$ cat config.mk
export PLATFORM = sky130hd
export DESIGN_NAME = tcp_stream_reassembler
export DESIGN_NICKNAME = d
export VERILOG_FILES = /design/src/tsr_pkg.sv /design/src/tsr_store.sv /design/src/tcp_stream_reassembler.sv
export SDC_FILE = /design/constraint.sdc
export NUM_CORES = 1
export LEC_CHECK = 0
export BUFFER_PORTS_ARGS = -buffer_cell sky130_fd_sc_hd__clkbuf_2
export CAP_MARGIN = 20
export CORE_ASPECT_RATIO = 2
export CORE_UTILIZATION = 41
export DETAILED_ROUTE_END_ITERATION = 8
export SYNTH_ARGS = -nofsm -noshare
export SYNTH_HDL_FRONTEND = slang
export SYNTH_SLANG_ARGS = --single-unit
export TNS_END_PERCENT = 1
$ cat constraint.sdc
create_clock -name clk -period 13.3 [get_ports clk]
set_clock_uncertainty 0.2 [all_clocks]
set_input_delay 0.665 -clock clk [delete_from_list [all_inputs] [get_ports clk]]
set_output_delay 0.665 -clock clk [all_outputs]
set_load 0.01 [all_outputs]
$ cat src/tsr_pkg.sv
package tsr_pkg;

    localparam int CAPACITY_DEF = 64;

    localparam int INDEX_W = 32;
    localparam int BYTE_W  = 8;
    localparam int COUNT_W = 7;
    localparam int OP_W    = 2;

    localparam logic [OP_W-1:0] OP_SEG  = 2'd0;
    localparam logic [OP_W-1:0] OP_END  = 2'd1;
    localparam logic [OP_W-1:0] OP_READ = 2'd2;

    // commands from the sequencer to the slot store
    typedef struct packed {
        logic wr;
        logic rd;
        logic clr;
    } store_ctrl_t;

endpackage

$ cat src/tsr_store.sv
module tsr_store #(
    parameter int  CAPACITY = tsr_pkg::CAPACITY_DEF,
    localparam int SLOT_W   = (CAPACITY > 1) ? $clog2(CAPACITY) : 1
) (
    input  logic                       clk,
    input  logic                       rst_n,
    input  tsr_pkg::store_ctrl_t       ctrl,
    input  logic [SLOT_W-1:0]          wr_slot,
    input  logic [tsr_pkg::BYTE_W-1:0] wr_data,
    input  logic [SLOT_W-1:0]          rd_slot,
    output logic [tsr_pkg::BYTE_W-1:0] rd_data,
    output logic [CAPACITY-1:0]        valid
);

    logic [tsr_pkg::BYTE_W-1:0] mem [CAPACITY];
    logic [tsr_pkg::BYTE_W-1:0] rd_data_reg;
    logic [CAPACITY-1:0]        valid_reg;
    logic [CAPACITY-1:0]        valid_next;

    always_comb
    begin
        valid_next = valid_reg;
        if (ctrl.clr)
        begin
            valid_next = '0;
        end
        else
        begin
            if (ctrl.wr)
            begin
                valid_next[wr_slot] = 1'b1;
            end
            // a read takes the byte out of the ring
            if (ctrl.rd)
            begin
                valid_next[rd_slot] = 1'b0;
            end
        end
    end

    always_ff @(posedge clk or negedge rst_n)
    begin
        if (!rst_n)
        begin
            valid_reg <= '0;
        end
        else
        begin
            valid_reg <= valid_next;
        end
    end

    always_ff @(posedge clk)
    begin
        if (ctrl.wr)
        begin
            mem[wr_slot] <= wr_data;
        end
    end

    always_ff @(posedge clk)
    begin
        if (ctrl.rd)
        begin
            rd_data_reg <= mem[rd_slot];
        end
    end

    assign rd_data = rd_data_reg;
    assign valid   = valid_reg;

endmodule

$ cat src/tcp_stream_reassembler.sv
// a request with no in-order byte passes calc, place for an open-stream segment, then status, which
// loads its single result; a byte at the assembled position is loaded in drain, then each stored
// byte that follows without a gap is read out in turn, paced by the single store read port
// throughput: one request at a time; the next request is taken after the last result is loaded
// reset: valid bits, positions, counters and flags clear at once; the byte store is not cleared
module tcp_stream_reassembler #(
    parameter int CAPACITY = tsr_pkg::CAPACITY_DEF
) (
    input  logic                        clk,
    input  logic                        rst_n,
    input  logic                        seg_valid,
    output logic                        seg_stall,
    input  logic [tsr_pkg::OP_W-1:0]    op,
    input  logic [tsr_pkg::INDEX_W-1:0] index,
    input  logic [tsr_pkg::BYTE_W-1:0]  data_byte,
    input  logic [tsr_pkg::COUNT_W-1:0] read_count,
    output logic                        res_valid,
    input  logic                        res_stall,
    output logic                        byte_valid,
    output logic [tsr_pkg::BYTE_W-1:0]  out_byte,
    output logic                        last_of_run,
    output logic                        stream_ended,
    output logic [tsr_pkg::COUNT_W-1:0] unassembled_count,
    output logic [tsr_pkg::INDEX_W-1:0] assembled_total
);

    localparam int SLOT_W = (CAPACITY > 1) ? $clog2(CAPACITY) : 1;
    localparam int CNT_W  = $clog2(CAPACITY + 1);
    localparam int IW     = tsr_pkg::INDEX_W;
    localparam int BW     = tsr_pkg::BYTE_W;
    localparam int CW     = tsr_pkg::COUNT_W;
    localparam logic [CNT_W-1:0]  CAP_CNT  = CNT_W'(CAPACITY);
    localparam logic [SLOT_W:0]   CAP_SUM  = (SLOT_W + 1)'(CAPACITY);
    localparam logic [SLOT_W-1:0] LAST_SLOT = SLOT_W'(CAPACITY - 1);

    typedef enum logic [4:0] {
        S_IDLE   = 5'b00001,
        S_CALC   = 5'b00010,
        S_PLACE  = 5'b00100,
        S_DRAIN  = 5'b01000,
        S_STATUS = 5'b10000
    } state_t;

    state_t state_reg, state_next;

    logic [tsr_pkg::OP_W-1:0] op_reg;
    logic [IW-1:0]            idx_reg;
    logic [BW-1:0]            db_reg;
    logic [CW-1:0]            rc_reg;

    logic [IW-1:0]     ap_reg, ap_next;
    logic [SLOT_W-1:0] head_reg, head_next;
    logic [CNT_W-1:0]  unread_reg, unread_next;
    logic              end_known_reg, end_known_next;
    logic [IW-1:0]     ep_reg, ep_next;
    logic [CNT_W-1:0]  held_reg, held_next;
    logic              fin_reg, fin_next;
    logic [IW-1:0]     off_reg, off_next;
    logic [IW-1:0]     eoff_reg, eoff_next;
    logic [CNT_W-1:0]  n_reg, n_next;
    logic              from_mem_reg, from_mem_next;

    logic          res_valid_reg, res_valid_next;
    logic          bv_reg, bv_next;
    logic [BW-1:0] ob_reg, ob_next;
    logic          last_reg, last_next;
    logic          ended_reg, ended_next;
    logic [CW-1:0] held_out_reg, held_out_next;
    logic [IW-1:0] total_reg, total_next;
    logic          res_load;

    tsr_pkg::store_ctrl_t st_ctrl;
    logic [SLOT_W-1:0]    place_slot;
    logic [BW-1:0]        rd_data;
    logic [CAPACITY-1:0]  slot_valid;

    logic              out_ok;
    logic              accept;
    logic [CNT_W-1:0]  window;
    logic              hit;
    logic [SLOT_W:0]   slot_sum;
    logic              at_end;
    logic              cont;
    logic [CW-1:0]     unread_w;
    logic [CW-1:0]     read_dec;
    logic [BW-1:0]     cur_byte;

    tsr_store #(
        .CAPACITY (CAPACITY)
    ) u_store (
        .clk     (clk),
        .rst_n   (rst_n),
        .ctrl    (st_ctrl),
        .wr_slot (place_slot),
        .wr_data (db_reg),
        .rd_slot (head_reg),
        .rd_data (rd_data),
        .valid   (slot_valid)
    );

    assign out_ok    = !res_valid_reg || !res_stall;
    assign seg_stall = (state_reg != S_IDLE);
    assign accept    = seg_valid && !seg_stall;

    assign window = CAP_CNT - unread_reg;
    assign hit    = (off_reg < {{(IW - CNT_W){1'b0}}, window})
                    && (!end_known_reg || (off_reg < eoff_reg));

    // ring slot of the byte: head plus offset, folded once
    always_comb
    begin
        slot_sum = {1'b0, head_reg} + {1'b0, off_reg[SLOT_W-1:0]};
        if (slot_sum >= CAP_SUM)
        begin
            slot_sum = slot_sum - CAP_SUM;
        end
    end
    assign place_slot = slot_sum[SLOT_W-1:0];

    assign at_end   = end_known_reg && (ap_reg == ep_reg);
    assign cont     = slot_valid[head_reg] && !at_end && (n_reg < CAP_CNT);
    assign cur_byte = from_mem_reg ? rd_data : db_reg;

    assign unread_w = CW'(unread_reg);
    assign read_dec = (rc_reg < unread_w) ? rc_reg : unread_w;

    always_comb
    begin
        state_next     = state_reg;
        ap_next        = ap_reg;
        head_next      = head_reg;
        unread_next    = unread_reg;
        end_known_next = end_known_reg;
        ep_next        = ep_reg;
        held_next      = held_reg;
        fin_next       = fin_reg;
        off_next       = off_reg;
        eoff_next      = eoff_reg;
        n_next         = n_reg;
        from_mem_next  = from_mem_reg;
        st_ctrl        = '0;
        res_load       = 1'b0;
        bv_next        = bv_reg;
        ob_next        = ob_reg;
        last_next      = last_reg;
        ended_next     = ended_reg;
        held_out_next  = held_out_reg;
        total_next     = total_reg;

        case (state_reg)
            S_IDLE:
            begin
                if (accept)
                begin
                    state_next = S_CALC;
                end
            end

            S_CALC:
            begin
                state_next = S_STATUS;
                case (op_reg)
                    tsr_pkg::OP_SEG:
                    begin
                        if (!fin_reg)
                        begin
                            off_next   = idx_reg - ap_reg;
                            eoff_next  = ep_reg - ap_reg;
                            state_next = S_PLACE;
                        end
                    end
                    tsr_pkg::OP_END:
                    begin
                        if (!fin_reg)
                        begin
                            end_known_next = 1'b1;
                            ep_next        = idx_reg;
                            if (idx_reg == ap_reg)
                            begin
                                fin_next    = 1'b1;
                                held_next   = '0;
                                st_ctrl.clr = 1'b1;
                            end
                        end
                    end
                    tsr_pkg::OP_READ:
                    begin
                        unread_next = CNT_W'(unread_w - read_dec);
                    end
                    default:
                    begin
                        state_next = S_STATUS;
                    end
                endcase
            end

            S_PLACE:
            begin
                state_next = S_STATUS;
                if (hit)
                begin
                    if (off_reg == '0)
                    begin
                        ap_next       = ap_reg + 1'b1;
                        head_next     = (head_reg == LAST_SLOT) ? '0 : head_reg + 1'b1;
                        unread_next   = unread_reg + 1'b1;
                        n_next        = CNT_W'(1);
                        from_mem_next = 1'b0;
                        state_next    = S_DRAIN;
                    end
                    else if (!slot_valid[place_slot])
                    begin
                        st_ctrl.wr = 1'b1;
                        held_next  = held_reg + 1'b1;
                    end
                end
            end

            S_DRAIN:
            begin
                if (out_ok)
                begin
                    // result for the byte just passed; its flags look one step ahead
                    res_load      = 1'b1;
                    bv_next       = 1'b1;
                    ob_next       = cur_byte;
                    last_next     = !cont;
                    ended_next    = !cont && at_end;
                    held_out_next = (!cont && at_end) ? '0 : CW'(held_reg);
                    total_next    = ap_reg;
                    if (cont)
                    begin
                        st_ctrl.rd    = 1'b1;
                        held_next     = (held_reg != '0) ? held_reg - 1'b1 : held_reg;
                        ap_next       = ap_reg + 1'b1;
                        head_next     = (head_reg == LAST_SLOT) ? '0 : head_reg + 1'b1;
                        unread_next   = unread_reg + 1'b1;
                        n_next        = n_reg + 1'b1;
                        from_mem_next = 1'b1;
                    end
                    else
                    begin
                        if (at_end)
                        begin
                            fin_next    = 1'b1;
                            held_next   = '0;
                            st_ctrl.clr = 1'b1;
                        end
                        state_next = S_IDLE;
                    end
                end
            end

            S_STATUS:
            begin
                if (out_ok)
                begin
                    res_load      = 1'b1;
                    bv_next       = 1'b0;
                    ob_next       = '0;
                    last_next     = 1'b1;
                    ended_next    = fin_reg;
                    held_out_next = CW'(held_reg);
                    total_next    = ap_reg;
                    state_next    = S_IDLE;
                end
            end

            default:
            begin
                state_next = S_IDLE;
            end
        endcase

        if (res_load)
        begin
            res_valid_next = 1'b1;
        end
        else if (!res_stall)
        begin
            res_valid_next = 1'b0;
        end
        else
        begin
            res_valid_next = res_valid_reg;
        end
    end

    always_ff @(posedge clk or negedge rst_n)
    begin
        if (!rst_n)
        begin
            state_reg     <= S_IDLE;
            ap_reg        <= '0;
            head_reg      <= '0;
            unread_reg    <= '0;
            end_known_reg <= 1'b0;
            ep_reg        <= '0;
            held_reg      <= '0;
            fin_reg       <= 1'b0;
            n_reg         <= '0;
            from_mem_reg  <= 1'b0;
            res_valid_reg <= 1'b0;
        end
        else
        begin
            state_reg     <= state_next;
            ap_reg        <= ap_next;
            head_reg      <= head_next;
            unread_reg    <= unread_next;
            end_known_reg <= end_known_next;
            ep_reg        <= ep_next;
            held_reg      <= held_next;
            fin_reg       <= fin_next;
            n_reg         <= n_next;
            from_mem_reg  <= from_mem_next;
            res_valid_reg <= res_valid_next;
        end
    end

    always_ff @(posedge clk)
    begin
        if (accept)
        begin
            op_reg  <= op;
            idx_reg <= index;
            db_reg  <= data_byte;
            rc_reg  <= read_count;
        end
        off_reg      <= off_next;
        eoff_reg     <= eoff_next;
        bv_reg       <= bv_next;
        ob_reg       <= ob_next;
        last_reg     <= last_next;
        ended_reg    <= ended_next;
        held_out_reg <= held_out_next;
        total_reg    <= total_next;
    end

    assign res_valid         = res_valid_reg;
    assign byte_valid        = bv_reg;
    assign out_byte          = ob_reg;
    assign last_of_run       = last_reg;
    assign stream_ended      = ended_reg;
    assign unassembled_count = held_out_reg;
    assign assembled_total   = total_reg;

endmodule
==> results.cfg <==
[cells_and_area]
largest_reg_flops = 512
area_delta_synth_final_pct = 13.1
fin_nets = 3136
drive_above_1_share_pct = 12.8
stdcell_area_um2 = 43000
fin_util_pct = 46.9

[worst_setup_path]
critical_path_required_ns = 13.42
r2r-start = head_reg[0]
r2r_cells = 11
crit_path_end_kind = register
arrival_ns = 6.62
critPathKind = reg2reg
r2r_setup_slack_ns = 6.79
critPathMaxFanout = 31
r2r_end = u_store.mem[28][5]
start_kind = register

[drt]
antenna_left = 0
drt-wirelength-per-cell_um = 29.4
wl_um = 124000
routed_via_density = 6.10
num_vias = 25700
route.met3.wl_um = 6820
firstDrtPassIters = 6
drt-met1-wl_um = 39500
route.met2.wl_um = 64500
routed.top_layer = met5
drt_iter0_markers = 2124
drcViolationCount = 0

[floorplan]
start_util_pct = 41.4
die_h_um = 433
ioPinCount = 105
num_rows = 157
fp.dieArea_um2 = 94000
core-area_um2 = 91700
die_x_um = 217

[synthesis]
yosysUniqueCellTypes = 89
yosysSeqAreaShare_pct = 64.7
syn_nets = 2991
avgSynthCellArea_um2 = 13.5
synth_edf_count = 683
yosysWarnings = 0
syn_inst = 2810
ys_seq_elements = 847
ys.flop_type = edfxtp_1
ys_async_sr_fraction_pct = 19.4
netlist_area_um2 = 38000

[power_and_ir_drop]
leakagePower_uw = 0.0150
ir_worst_vdd_mv = 0.119
power_density_nw_per_um2 = 165

[clocking]
numCtsBuffers = 77
post-cts-setup-buffer-count = 0
clock_sinks = 847
cts_tree = built
clock_path_buffers = 3
htreeDepth = 3
cts.clk_slew.worst_paths_ns = 0.07
clkLatencyLatePin_ns = 0.70
cts_root_buffer = clkbuf_16

[placed_design]
port_buffers = 104
post-place-ws_ns = 6.97
postPlaceCellArea_um2 = 39900
gp_congestion = 0.965
dp_hpwl_um = 87400

[status]
status = completed

[sta]
layout_setup_ws_ns = 6.79
fmax_mhz = 154
min_period_ns = 6.51
finalMaxSlewViolations = 0
rsz0062_at_grt = no
whs_ns = 0.0232
setup_tns_ns = 0
setup_viol = 0
finalCritPeriodShare_pct = 48.9
hold_violations = 0
max_slew_margin_pct = 15.2
tightest_slew_ns = 1.27

[global_route]
grt_pass1_wl_um = 179000
grt_start_max_net_pins = 70
antenna_found_initial = 3
grt_pass1_vias = 26700
track_usage_pct = 26.6
overflow = 0

[worst_hold_path]
hold_class = in2reg
min_from = data_byte[1]
hold_depth = 1
holdPathEnd = db_reg[1]

[job]
drv_cap = 0
critical path, stage by stage (launching register included):
cell and delay, ns:
dfrtp_1 0.37, buf_4 0.25, ha_1 0.30, fa_1 1.19
mux4_2 0.60, mux2i_1 0.22, mux2i_1 0.11, mux2i_1 0.31
o211ai_1 0.18, nor4_4 0.38, nand3_1 1.01, nor2_1 0.97
where the power goes:
part / internal [uW] / switching (uW) / leakage, uW
registers: 3140 / 112 / 0.00843
logic: 585 / 946 / 0.00533
clock network: 1260 / 1050 / 0.00126
cell usage after synthesis (all sizes together), types with 40 or more instances:
cell / count / area, um2
nand2: 91 / 352
dfrtp: 163 / 4080
buf: 42 / 259
a31oi: 48 / 315
a22oi: 200 / 1500
nor3: 68 / 345
inv: 115 / 432
nor2: 189 / 709
nand4: 61 / 382
edfxtp: 683 / 20500
clkbuf: 89 / 335
ha: 124 / 1550
a211oi: 40 / 305
xnor2: 88 / 771
nand3: 89 / 445
a21o: 49 / 368
o21ai: 56 / 295
a21oi: 167 / 836
mux2i: 43 / 430
timing repair:
item	4_1_cts	5_1_grt
hold buffers	47	0
hold endpoints to repair	112	0
resized for setup	0	0
per-layer routing:
layer  track usage [%]  vias up
met2              48.0     1251
met4              24.3        2
li1                  -    11200
met1              25.9    12800
met3              4.08      445
met5                 0        -
kinds of logic after synthesis:
logic type / after synthesis / share of synthesized area, %
multiplexers: 99 / 3.36
flip-flops: 847 / 64.7
XOR/XNOR: 116 / 2.69
adder cells (fa/ha/maj): 128 / 4.29
AND/OR/NAND/NOR: 651 / 8.95
buffers and inverters: 246 / 2.70
AO/OA/AOI/OAI: 723 / 13.3
stage by stage:
stage / total power (uW) / std cells
global placement: 4800 / 4018
floorplan: 4330 / 2810
finish: 7090 / 4212
CTS: 7130 / 4209
detailed placement: 4820 / 4019
global route: 7390 / 4211
placed cells by master (no fill, tap or decap), types with 79 or more instances in the layout:
master     Yosys  layout
edfxtp_1     683     683
a22oi_1      200     200
nor2_1       189     186
a21oi_1      167     164
dfrtp_1      163     162
ha_1         124     124
inv_1        114     114
clkbuf_2       1     103
nand2_1       89      89
nand3_1       89      88
xnor2_1       88      88
clkbuf_16      0      79
worst max-delay path by stage:
stage / from / endpoint / slack [ns] / depth (start not counted)
5_1_grt: head_reg[0] / u_store.mem[55][0] / 6.71 / 11
2_1_floorplan: head_reg[0] / u_store.mem[35][0] / 9.06 / 12
4_1_cts: head_reg[0] / u_store.mem[28][5] / 6.97 / 11
3_3_place_gp: head_reg[0] / u_store.mem[15][2] / 7.16 / 11
3_5_place_dp: head_reg[0] / u_store.mem[57][2] / 6.97 / 11
6_report: head_reg[0] / u_store.mem[28][5] / 6.79 / 11
area by class of cell:
cell class / instances / area [um2]
Antenna cell: 1 / 2.50
Clock buffer: 90 / 2020
Clock inverter: 53 / 564
Fill cell: 8013 / 48700
Inverter: 115 / 432
Multi-Input combinational cell: 1717 / 12500
Sequential cell: 847 / 24600
Tap cell: 1192 / 1490
Timing Repair Buffer: 197 / 1390
Note: power is estimated with default switching activity, not from simulation.
